--- src/sv/proximity_swipe_gesture_detector_macros.svh ---
// ----------------------------------------------------------------------------
// Proximity swipe gesture detector - assertion macros
// Shared concurrent assertion helpers; they expand to nothing when SYNTH is set.
// ----------------------------------------------------------------------------
`ifndef PROXIMITY_SWIPE_GESTURE_DETECTOR_MACROS_SVH
`define PROXIMITY_SWIPE_GESTURE_DETECTOR_MACROS_SVH

`ifndef SYNTH

// Same-cycle implication
`define PSGD_ASSERT_IMPLIES(label, clk, rst, ante, cons) \
  label: assert property (@(posedge clk) disable iff (rst) (ante) |-> (cons)) \
    else $error("%m: implication check failed");

// Next-cycle implication
`define PSGD_ASSERT_NEXT(label, clk, rst, ante, cons) \
  label: assert property (@(posedge clk) disable iff (rst) (ante) |=> (cons)) \
    else $error("%m: next-cycle check failed");

`else

`define PSGD_ASSERT_IMPLIES(label, clk, rst, ante, cons)
`define PSGD_ASSERT_NEXT(label, clk, rst, ante, cons)

`endif

`endif

--- src/sv/psgd_pkg.sv ---
// ----------------------------------------------------------------------------
// Proximity swipe gesture detector - package
// Shared types, constants and gesture codes.
// ----------------------------------------------------------------------------
package psgd_pkg;

  localparam int NUM_CH = 3;

  typedef logic [31:0] stamp_t;
  typedef logic [15:0] level_t;

  // Times above this count as close to wrapping
  localparam stamp_t NEAR_WRAP_LIMIT = 32'hFC00_0000;
  localparam stamp_t WRAP_SHIFT      = 32'h1FFF_FFFF;
  // Dwell that at least one channel must exceed for a swipe to count
  localparam stamp_t MIN_DWELL       = 32'd10;

  typedef enum logic [2:0] {
    GESTURE_NONE  = 3'd0,
    GESTURE_UP    = 3'd1,
    GESTURE_DOWN  = 3'd2,
    GESTURE_LEFT  = 3'd3,
    GESTURE_RIGHT = 3'd4
  } swipe_code_t;

  // Stamps captured for one transaction once its sample has been applied
  typedef struct packed {
    logic                     eval;
    stamp_t [NUM_CH-1:0]      entry_stamp;
    stamp_t [NUM_CH-1:0]      exit_stamp;
  } snap_t;

  // Dwell stage result
  typedef struct packed {
    logic                     go;
    logic                     near_wrap;
    stamp_t [NUM_CH-1:0]      entry_stamp;
    stamp_t [NUM_CH-1:0]      half_dwell;
  } dwell_t;

  // Midpoints ready for classification
  typedef struct packed {
    logic                     go;
    stamp_t [NUM_CH-1:0]      mid;
  } mid_t;

endpackage

--- src/sv/proximity_swipe_gesture_detector.sv ---
// ----------------------------------------------------------------------------
// Proximity swipe gesture detector - top level
// Tracks three proximity channels and reports up/down/left/right swipes.
// ----------------------------------------------------------------------------
// Usage:
//   Input channel: in_valid/in_stall carries one sample (sample_time and three
//   channel levels). A transaction completes when in_valid is high and
//   in_stall is low. Every input transaction yields exactly one result.
//   Output channel: out_valid/out_stall carries gesture_code (0 none, 1 up,
//   2 down, 3 left, 4 right); a transaction completes when out_valid is high
//   and out_stall is low.
//   Configuration: cfg_we writes cfg_wdata into the proximity threshold.
//   The result passes the input, snap, dwell, midpoint and result registers.
//   Throughput: one sample per cycle while in_stall is low; the entry/exit stamp
//   registers in the tracking stage are updated in the same cycle the sample is applied.
//   Reset (rst, synchronous): threshold 0, all stamps and presence flags
//   cleared, pipeline empty. No clearing pass is needed.
//   Stall: each of the five register stages holds only while its successor
//   holds, so bubbles are squeezed out and in_stall rises only once the
//   whole pipeline is full behind a stalled result.
// ----------------------------------------------------------------------------
module proximity_swipe_gesture_detector (
  input  logic             clk,
  input  logic             rst,
  input  logic             cfg_we,
  input  psgd_pkg::level_t cfg_wdata,
  input  logic             in_valid,
  output logic             in_stall,
  input  psgd_pkg::stamp_t sample_time,
  input  psgd_pkg::level_t level_channel_a,
  input  psgd_pkg::level_t level_channel_b,
  input  psgd_pkg::level_t level_channel_c,
  output logic             out_valid,
  input  logic             out_stall,
  output logic [2:0]       gesture_code
);

  logic                  snap_valid;
  psgd_pkg::snap_t       snap;
  logic                  snap_stall;
  logic                  mid_valid;
  psgd_pkg::mid_t        mid;
  logic                  mid_stall;
  psgd_pkg::swipe_code_t gesture;

  // Channel tracking
  psgd_track u_track (
    .clk             (clk),
    .rst             (rst),
    .cfg_we          (cfg_we),
    .cfg_wdata       (cfg_wdata),
    .in_valid        (in_valid),
    .in_stall        (in_stall),
    .sample_time     (sample_time),
    .level_channel_a (level_channel_a),
    .level_channel_b (level_channel_b),
    .level_channel_c (level_channel_c),
    .snap_valid      (snap_valid),
    .snap            (snap),
    .snap_stall      (snap_stall)
  );

  // Dwell and midpoints
  psgd_mid u_mid (
    .clk        (clk),
    .rst        (rst),
    .snap_valid (snap_valid),
    .snap       (snap),
    .snap_stall (snap_stall),
    .mid_valid  (mid_valid),
    .mid        (mid),
    .mid_stall  (mid_stall)
  );

  // Classification and result register
  psgd_class u_class (
    .clk       (clk),
    .rst       (rst),
    .mid_valid (mid_valid),
    .mid       (mid),
    .mid_stall (mid_stall),
    .out_valid (out_valid),
    .gesture   (gesture),
    .out_stall (out_stall)
  );

  assign gesture_code = 3'(gesture);

endmodule

--- src/sv/psgd_track.sv ---
// ----------------------------------------------------------------------------
// Proximity swipe gesture detector - channel tracking
// Input register, threshold register and per-channel entry/exit stamps.
// ----------------------------------------------------------------------------
`include "proximity_swipe_gesture_detector_macros.svh"

module psgd_track (
  input  logic             clk,
  input  logic             rst,
  input  logic             cfg_we,
  input  psgd_pkg::level_t cfg_wdata,
  input  logic             in_valid,
  output logic             in_stall,
  input  psgd_pkg::stamp_t sample_time,
  input  psgd_pkg::level_t level_channel_a,
  input  psgd_pkg::level_t level_channel_b,
  input  psgd_pkg::level_t level_channel_c,
  output logic             snap_valid,
  output psgd_pkg::snap_t  snap,
  input  logic             snap_stall
);

  localparam int NCH = psgd_pkg::NUM_CH;

  logic                               s0_valid;
  psgd_pkg::stamp_t                   s0_time;
  psgd_pkg::level_t [NCH-1:0]         s0_level;
  psgd_pkg::level_t                   threshold;
  logic [NCH-1:0]                     present;
  psgd_pkg::stamp_t [NCH-1:0]         entry_stamp;
  psgd_pkg::stamp_t [NCH-1:0]         exit_stamp;

  logic                               s0_hold;
  logic                               s1_hold;
  logic                               s0_move;
  logic [NCH-1:0]                     above;
  psgd_pkg::stamp_t [NCH-1:0]         entry_next;
  psgd_pkg::stamp_t [NCH-1:0]         exit_next;
  logic                               all_below;
  logic                               all_recorded;

  // Pipeline holds
  assign s1_hold  = snap_valid && snap_stall;
  assign s0_hold  = s0_valid && s1_hold;
  assign s0_move  = s0_valid && !s1_hold;
  assign in_stall = s0_hold;

  // Apply the sample to each channel's presence and stamps
  always_comb begin
    all_recorded = 1'b1;
    for (int k = 0; k < NCH; k++) begin
      above[k]      = s0_level[k] >= threshold;
      entry_next[k] = (above[k] && !present[k]) ? s0_time : entry_stamp[k];
      exit_next[k]  = (!above[k] && present[k]) ? s0_time : exit_stamp[k];
      if (entry_next[k] == '0 || exit_next[k] == '0) begin
        all_recorded = 1'b0;
      end
    end
    all_below = ~|above;
  end

  // Control and state
  always_ff @(posedge clk) begin
    if (rst) begin
      s0_valid    <= 1'b0;
      snap_valid  <= 1'b0;
      threshold   <= '0;
      present     <= '0;
      entry_stamp <= '0;
      exit_stamp  <= '0;
    end else begin
      if (cfg_we) begin
        threshold <= cfg_wdata;
      end
      if (!s0_hold) begin
        s0_valid <= in_valid;
      end
      if (!s1_hold) begin
        snap_valid <= s0_valid;
      end
      if (s0_move) begin
        present <= above;
        if (all_below) begin
          entry_stamp <= '0;
          exit_stamp  <= '0;
        end else begin
          entry_stamp <= entry_next;
          exit_stamp  <= exit_next;
        end
      end
    end
  end

  // Payload registers
  always_ff @(posedge clk) begin
    if (in_valid && !s0_hold) begin
      s0_time     <= sample_time;
      s0_level[0] <= level_channel_a;
      s0_level[1] <= level_channel_b;
      s0_level[2] <= level_channel_c;
    end
    if (s0_move) begin
      snap.eval        <= all_below && all_recorded;
      snap.entry_stamp <= entry_next;
      snap.exit_stamp  <= exit_next;
    end
  end

  // Stamps and presence are clear after an all-below transaction
  `PSGD_ASSERT_NEXT(a_clear_after_below, clk, rst, s0_move && all_below, entry_stamp == '0 && exit_stamp == '0 && present == '0)
  // Evaluation only ever sees six recorded times
  `PSGD_ASSERT_IMPLIES(a_eval_recorded, clk, rst, snap_valid && snap.eval, snap.entry_stamp[0] != '0 && snap.entry_stamp[1] != '0 && snap.entry_stamp[2] != '0 && snap.exit_stamp[0] != '0 && snap.exit_stamp[1] != '0 && snap.exit_stamp[2] != '0)
  // Stamps change only when a transaction is applied
  `PSGD_ASSERT_NEXT(a_state_hold, clk, rst, !s0_move, $stable(entry_stamp) && $stable(exit_stamp) && $stable(present))

endmodule

--- src/sv/psgd_mid.sv ---
// ----------------------------------------------------------------------------
// Proximity swipe gesture detector - midpoint stages
// Wrap detection, dwell times and entry/exit midpoints, two register stages.
// ----------------------------------------------------------------------------
module psgd_mid (
  input  logic             clk,
  input  logic             rst,
  input  logic             snap_valid,
  input  psgd_pkg::snap_t  snap,
  output logic             snap_stall,
  output logic             mid_valid,
  output psgd_pkg::mid_t   mid,
  input  logic             mid_stall
);

  localparam int NCH = psgd_pkg::NUM_CH;

  logic                        d_valid;
  psgd_pkg::dwell_t            d;
  logic                        s2_hold;
  logic                        s3_hold;
  psgd_pkg::stamp_t [NCH-1:0]  dwell;
  logic                        near_wrap;
  logic                        any_long;
  psgd_pkg::stamp_t            shift;
  psgd_pkg::stamp_t [NCH-1:0]  mid_next;

  assign s3_hold    = mid_valid && mid_stall;
  assign s2_hold    = d_valid && s3_hold;
  assign snap_stall = s2_hold;

  // Dwell per channel; a common shift leaves it unchanged
  always_comb begin
    near_wrap = 1'b0;
    any_long  = 1'b0;
    for (int k = 0; k < NCH; k++) begin
      dwell[k] = snap.exit_stamp[k] - snap.entry_stamp[k];
      if (snap.entry_stamp[k] > psgd_pkg::NEAR_WRAP_LIMIT ||
          snap.exit_stamp[k] > psgd_pkg::NEAR_WRAP_LIMIT) begin
        near_wrap = 1'b1;
      end
      if (dwell[k] > psgd_pkg::MIN_DWELL) begin
        any_long = 1'b1;
      end
    end
  end

  // Midpoint = entry + wrap shift + half dwell
  always_comb begin
    shift = d.near_wrap ? psgd_pkg::WRAP_SHIFT : '0;
    for (int k = 0; k < NCH; k++) begin
      mid_next[k] = d.entry_stamp[k] + shift + d.half_dwell[k];
    end
  end

  // Valid flags
  always_ff @(posedge clk) begin
    if (rst) begin
      d_valid   <= 1'b0;
      mid_valid <= 1'b0;
    end else begin
      if (!s2_hold) begin
        d_valid <= snap_valid;
      end
      if (!s3_hold) begin
        mid_valid <= d_valid;
      end
    end
  end

  // Payload
  always_ff @(posedge clk) begin
    if (snap_valid && !s2_hold) begin
      d.go          <= snap.eval && any_long;
      d.near_wrap   <= near_wrap;
      d.entry_stamp <= snap.entry_stamp;
      for (int k = 0; k < NCH; k++) begin
        d.half_dwell[k] <= {1'b0, dwell[k][31:1]};
      end
    end
    if (d_valid && !s3_hold) begin
      mid.go  <= d.go;
      mid.mid <= mid_next;
    end
  end

endmodule

--- src/sv/psgd_class.sv ---
// ----------------------------------------------------------------------------
// Proximity swipe gesture detector - classifier
// Midpoint gaps, direction rules and the result register.
// ----------------------------------------------------------------------------
module psgd_class (
  input  logic                  clk,
  input  logic                  rst,
  input  logic                  mid_valid,
  input  psgd_pkg::mid_t        mid,
  output logic                  mid_stall,
  output logic                  out_valid,
  output psgd_pkg::swipe_code_t gesture,
  input  logic                  out_stall
);

  logic                  out_hold;
  psgd_pkg::stamp_t      m0;
  psgd_pkg::stamp_t      m1;
  psgd_pkg::stamp_t      m2;
  psgd_pkg::stamp_t      dx;
  psgd_pkg::stamp_t      dy1;
  psgd_pkg::stamp_t      dy2;
  psgd_pkg::swipe_code_t gesture_next;

  function automatic psgd_pkg::stamp_t abs_gap(input psgd_pkg::stamp_t a,
                                               input psgd_pkg::stamp_t b);
    return (a > b) ? (a - b) : (b - a);
  endfunction

  assign out_hold  = out_valid && out_stall;
  assign mid_stall = out_hold;

  assign m0  = mid.mid[0];
  assign m1  = mid.mid[1];
  assign m2  = mid.mid[2];
  assign dx  = abs_gap(m1, m2);
  assign dy1 = abs_gap(m0, m1);
  assign dy2 = abs_gap(m0, m2);

  // Direction rules, first match wins
  always_comb begin
    priority if (!mid.go) begin
      gesture_next = psgd_pkg::GESTURE_NONE;
    end else if ((m1 < m0 && dy1 > dx) || (m1 < m2 && dy1 > dy2)) begin
      gesture_next = psgd_pkg::GESTURE_UP;
    end else if ((m0 < m1 && dy1 > dx) || (m2 < m1 && dy1 > dy2)) begin
      gesture_next = psgd_pkg::GESTURE_DOWN;
    end else if ((m2 < m0 && dy2 > dy1) || (m2 < m1 && dx > dy1)) begin
      gesture_next = psgd_pkg::GESTURE_LEFT;
    end else if ((m0 < m2 && dy2 > dy1) || (m1 < m2 && dx > dy1)) begin
      gesture_next = psgd_pkg::GESTURE_RIGHT;
    end else begin
      gesture_next = psgd_pkg::GESTURE_NONE;
    end
  end

  // Result register
  always_ff @(posedge clk) begin
    if (rst) begin
      out_valid <= 1'b0;
    end else if (!out_hold) begin
      out_valid <= mid_valid;
    end
  end

  always_ff @(posedge clk) begin
    if (mid_valid && !out_hold) begin
      gesture <= gesture_next;
    end
  end

endmodule

--- config.mk ---
export PLATFORM = sky130hd
export DESIGN_NAME = proximity_swipe_gesture_detector
export DESIGN_NICKNAME = d
export VERILOG_FILES = /design/src/sv/psgd_pkg.sv /design/src/sv/proximity_swipe_gesture_detector.sv /design/src/sv/psgd_track.sv /design/src/sv/psgd_mid.sv /design/src/sv/psgd_class.sv
export VERILOG_INCLUDE_DIRS = /design/src /design/src/sv
export SDC_FILE = /design/constraint.sdc
export NUM_CORES = 2
export LEC_CHECK = 0
export BUFFER_PORTS_ARGS = -buffer_cell sky130_fd_sc_hd__buf_2
export CAP_MARGIN = 20
export CORE_UTILIZATION = 59
export CTS_BUF_LIST = sky130_fd_sc_hd__clkbuf_8
export DETAILED_ROUTE_END_ITERATION = 6
export HOLD_SLACK_MARGIN = 0.05
export PLACE_DENSITY_LB_ADDON = 0.1
export SLEW_MARGIN = 20
export SYNTH_ARGS = -nofsm -noshare
export SYNTH_HDL_FRONTEND = slang
export SYNTH_SLANG_ARGS = --single-unit
--- constraint.sdc ---
create_clock -name clk -period 21.3 [get_ports clk]
set_input_delay 4.26 -clock clk [delete_from_list [all_inputs] [get_ports clk]]
set_output_delay 4.26 -clock clk [all_outputs]
set_load 0.05 [all_outputs]
* Yosys cells after proc, flatten, opt, wreduce, memory -nomap -nowiden
Index checks and enable logic that the tools add are counted.
** Cells by class
- Add/subtract/negate cells :: 15
- Magnitude comparators :: 25
- Multiplexer cells :: 23
- Bitwise gates (word level) :: 1
- Reduce and logical (&&, ||, !) cells :: 58
** Operators by type and width (number)
- $mux W32 :: 9
- $sub A32 B32 Y32 :: 9
- $gt A32 B32 Y1 :: 7
- $gt A32 B32 Y1 const B :: 6
- $logic_not A32 Y1 :: 6
- $lt A32 B32 Y1 :: 6
- $mux W96 :: 2
- $add A32 B31 Y32 :: 3
- $add A32 B32 Y32 :: 3
- $gt A32 B4 Y1 const B :: 3
- $ge A16 B16 Y1 :: 3
- $mux W29 :: 1
- $logic_and A1 B1 Y1 :: 26
- $logic_not A1 Y1 :: 12
- $logic_or A1 B1 Y1 :: 10
- $mux W1 :: 8
- $mux W2 :: 2
- $reduce_or A2 Y1 :: 2
- $reduce_or A4 Y1 :: 1
- $mux W3 :: 1
- $reduce_or A3 Y1 :: 1
- $not A1 Y1 :: 1
** Word-level totals
- Flip-flop bits (word level) :: 780
- Bits of input ports :: 101
- Output and inout bits :: 5

* Logic depth before layout (Yosys ltp)
- Depth in word-level cells :: 10
- Mapped depth :: 29
- Mapped depth without buffers :: 27

* By module
Synthesis repeated with hierarchy kept, for this count alone.
** Unflattened totals
- Cell total of the unflattened synthesis :: 4745
- Area total of the unflattened synthesis :: 51235.4 sq um
** By module, submodules not included
- psgd_mid :: instances 1, cells each 1813, area an instance 20429.6 sq um, seq. area each 8688.3 sq um
- psgd_track :: instances 1, cells each 1242, area an instance 19082.1 sq um, seq. area each 12462.0 sq um
- psgd_class :: instances 1, cells each 1690, area an instance 11723.7 sq um, seq. area each 110.1 sq um

* Least setup slack after synthesis
No wires, ideal clock.
- Kind :: input to register
- Start :: in out_stall
- End :: reg u_mid.d[0] in the netlist's numbering, enable pin
- Setup time :: 1034 ps
- Arrival time :: 18337 ps
- Path slack :: 1928 ps
- Cell stages on the path :: 3
- Cells stage by stage :: and3_1 clkbuf_1 a21boi_0
** Between the ends
- Cells in the longest elaborated chain, start to end :: 5
** Ends and longest elaborated chain
- start: declaration :: RTL line proximity_swipe_gesture_detector.sv:34 : input logic out_stall,
- $logic_and A1 B1 Y1 :: RTL line psgd_class.sv:30 : assign out_hold = out_valid && out_stall;
- $logic_and A1 B1 Y1 :: RTL line psgd_mid.sv:28 : assign s3_hold = mid_valid && mid_stall;
- $logic_and A1 B1 Y1 :: RTL line psgd_mid.sv:29 : assign s2_hold = d_valid && s3_hold;
- $logic_not A1 Y1
- $logic_and A1 B1 Y1 :: RTL line psgd_mid.sv:73 : if (snap_valid && !s2_hold) begin
- end: declaration :: RTL line psgd_mid.sv:19 : psgd_pkg::dwell_t d;
No other way between the ends.
A chain may end at the register's enable or synchronous reset.

* Final worst setup path
- Start :: in out_stall
- End :: out in_stall
** Between the ends
- Cells in the longest elaborated chain, start to end :: 5
** Ends and longest elaborated chain
- $logic_and A1 B1 Y1 :: RTL line psgd_class.sv:30
- $logic_and A1 B1 Y1 :: RTL line psgd_mid.sv:28
- $logic_and A1 B1 Y1 :: RTL line psgd_mid.sv:29
- $logic_and A1 B1 Y1 :: RTL line psgd_track.sv:43 : assign s1_hold = snap_valid && snap_stall;
- $logic_and A1 B1 Y1 :: RTL line psgd_track.sv:44 : assign s0_hold = s0_valid && s1_hold;
- end: declaration :: RTL line proximity_swipe_gesture_detector.sv:28 : output logic in_stall,
No other way between the ends.

==> flow_summary.json <==
{
  "post_cts_resized": 0,
  "finalPower_mw": 4.01,
  "synth-edff-count": 564,
  "gp_congestion": 1.01,
  "p_leak_nw": 22.9,
  "synth_seq_cells": 780,
  "yosysTopAreaCellShare": 0.326,
  "start_util": 0.597,
  "stdcell_count": 6334,
  "hold_viol": 0,
  "p_per_area_nw_per_um2": 72.0,
  "dpl.hpwl_mm": 124,
  "synth_area_um2": 51900,
  "grt_pass1_vias": 38936,
  "numPlacedInstances": 6115,
  "synth_seq_area_share": 0.410,
  "clk_latency_ns": 0.76,
  "drt_iter0_markers": 3694,
  "cts_buffers": 116,
  "core_region_area_um2": 86900,
  "htree_levels": 3,
  "final_antenna_net_count": 0,
  "arrival_ns": 5.28,
  "grtUsageTotal": 0.347,
  "worst_slew_pin_slew_ns": 1.12,
  "drv_slew": 0,
  "synth_flop_cell": "edfxtp_1",
  "cp_max_fo": 6,
  "antenna_found_initial": 3,
  "path_cells": "buf_2 -> and3_1 -> nand4_1 -> inv_1 -> buf_2",
  "grt_first_pass_wirelength_mm": 234,
  "crit_required_ns": 17.04,
  "wl_met3_mm": 10.6,
  "synthArstFlopShare": 0,
  "num-fill-cells": 7076,
  "cts_setup_buffers": 0,
  "synth_cell_types": 95,
  "syn_area_per_cell_um2": 10.3,
  "drt-total-wl_mm": 157,
  "period_needed_ns": 9.54,
  "cp-startpoint": "out_stall",
  "syn_to_final_growth_pct": 7.38,
  "fmax_ghz": 0.105,
  "ioPinCount": 106,
  "dr.pass1.iters": 6,
  "setup-tns-final_ns": 0,
  "finalSetupViolCount": 0,
  "clock_skew_ns": 0.0466,
  "hold_buffers": 0,
  "max_slew_margin": 0.253,
  "grt.overflow.total": 0,
  "highest_layer": "met4",
  "start_kind": "input pin",
  "grt_max_degree": 165,
  "worst_path_largest_cell_delay_ns": 0.35,
  "layout.nets": 5770,
  "avgRoutedWirePerCell_um": 24.8,
  "critPathCaptureType": "output pin",
  "vdd_drop_max_v": 0.0000705,
  "tritoncts": "done",
  "rr_startpoint": "u_mid.mid[0]",
  "rsz0062_at_grt": "no",
  "drive_gt1_frac": 0.110,
  "synth.area.top_cells": "edfxtp_1 33%, ha_1 12%, dfxtp_1 8.3%",
  "drc": 0,
  "min_path_type": "reg2reg",
  "critPathTopFamily": "simple AND/OR/NAND/NOR gates",
  "yosys_warnings": 0,
  "vias": 40443,
  "clockBufferDepth": 3,
  "min-delay-start": "u_track.threshold[2]",
  "wl_met2_mm": 72.8,
  "vias_per_cell": 6.39,
  "synth_nets": 5732,
  "drv_cap": 0,
  "timing.final.crit_share": 0.448,
  "die_y_um": 299,
  "hold_ws_ns": 0.494,
  "multi_input_area_um2": 28500,
  "cts_root_buf": "clkbuf_8",
  "cts_sinks": 780,
  "status": "complete, no violations",
  "rows": 108,
  "postSynthCellCount": 5040,
  "die_x_um": 299,
  "path_clk_slew_ns": 0.06,
  "die_area_um2": 89200,
  "slowest_stage": "and3_1",
  "met1Wirelength_mm": 65.3,
  "regArea_um2": 21300,
  "cpMostUsedCell": "buf_2",
  "crit_type": "in2out",
  "port_buffers": 105,
  "yosys.area.top_type": "edfxtp_1",
  "critPathBufInv": 3
}
per-layer routing:
| metal | GRT usage | vias up |
|---|---|---|
| met5 | 0 | - |
| met4 | 0.172 | 0 |
| met3 | 0.0351 | 346 |
| met2 | 0.567 | 1679 |
| met1 | 0.461 | 19478 |
| li1 | - | 18940 |
Yosys cell counts (all sizes together), types with 32 or more instances:
cell / number
nand2b: 36
edfxtp: 564
fa: 99
a22oi: 129
a31oi: 41
o21bai: 60
o211ai: 32
nand3: 75
o21ai: 222
xnor2: 158
nor3: 78
xor2: 80
ha: 492
buf: 49
o21a: 58
a21oi: 387
mux2: 205
nand2: 179
a32oi: 69
nand4: 94
mux2i: 64
nor4: 104
a21o: 176
nor2: 423
inv: 333
clkbuf: 181
nor2b: 50
a211oi: 48
dfxtp: 216
registers in the layout (all words and copies together) (netlist names), 16 cells and up:
signal / count
u_track.threshold: 16
u_track.snap: 193
u_track.entry_stamp: 96
u_track.s0_time: 32
u_track.s0_level: 48
u_mid.mid: 97
u_track.exit_stamp: 96
u_mid.d: 191
worst reg2reg max path: cells and delay by family, from the launching register on:
| kind | cells | cell delay [ns] |
|---|---|---|
| adder cells (fa/ha/maj) | 3 | 0.90 |
| buffers and inverters | 4 | 0.82 |
| AO/OA/AOI/OAI | 12 | 3.59 |
| flip-flops | 1 | 0.45 |
| AND/OR/NAND/NOR | 7 | 1.65 |
| XOR/XNOR | 1 | 0.21 |
kinds of logic after synthesis:
| logic type | after synthesis | synth area share |
|---|---|---|
| fa+ha+maj | 591 | 0.157 |
| xor+xnor | 238 | 0.0402 |
| simple gates | 1193 | 0.114 |
| mux | 269 | 0.0571 |
| buf+inv | 564 | 0.0420 |
| compound gates | 1405 | 0.180 |
| flops | 780 | 0.410 |
cell type report:
type,instances,share of cell area
clock buffers,127,0.0314
inverters,334,0.0226
clock inverters,90,0.0103
multi-input cells,3696,0.512
flip-flops and latches,780,0.381
repair buffers,150,0.0161
well taps,1155,0.0259
diodes,2,0.0000898
power by group:
part           internal [mW]  total [mW]  switching [mW]
clock network          0.634        1.21           0.579
registers               1.74        1.81          0.0777
logic                  0.384       0.986           0.601
total                   2.75        4.01            1.26
worst paths after layout:
check	cells past startpoint	end	slack, ns
max	5	in_stall	11.76
min	2	u_track.threshold[2]	0.49
max reg2reg	27	u_class.gesture[2]	13.42
min reg2reg	2	u_track.threshold[2]	0.49
metrics by stage:
| stage | instance area (um^2) | worst slack (ns) | utilization |
|---|---|---|---|
| floorplan | 51900 | 1.93 | - |
| global placement | 53400 | 11.76 | 0.614 |
| detailed placement | 53400 | 11.76 | 0.615 |
| CTS | 55700 | 11.76 | 0.641 |
| global route | 55700 | 11.68 | 0.641 |
| finish | 55700 | 11.76 | 0.641 |
placed cells by master (no fill, tap or decap), drive strengths merged, types with 99 or more instances in the layout:
master,instances
nand2,179
xnor2,158
buf,150
a22oi,129
nor2,423
o21ai,222
inv,389
mux2,205
ha,492
nor4,104
dfxtp,216
a21o,176
edfxtp,564
fa,99
clkbuf,127
a21oi,387
No activity file was read; power rests on OpenSTA's default activity.
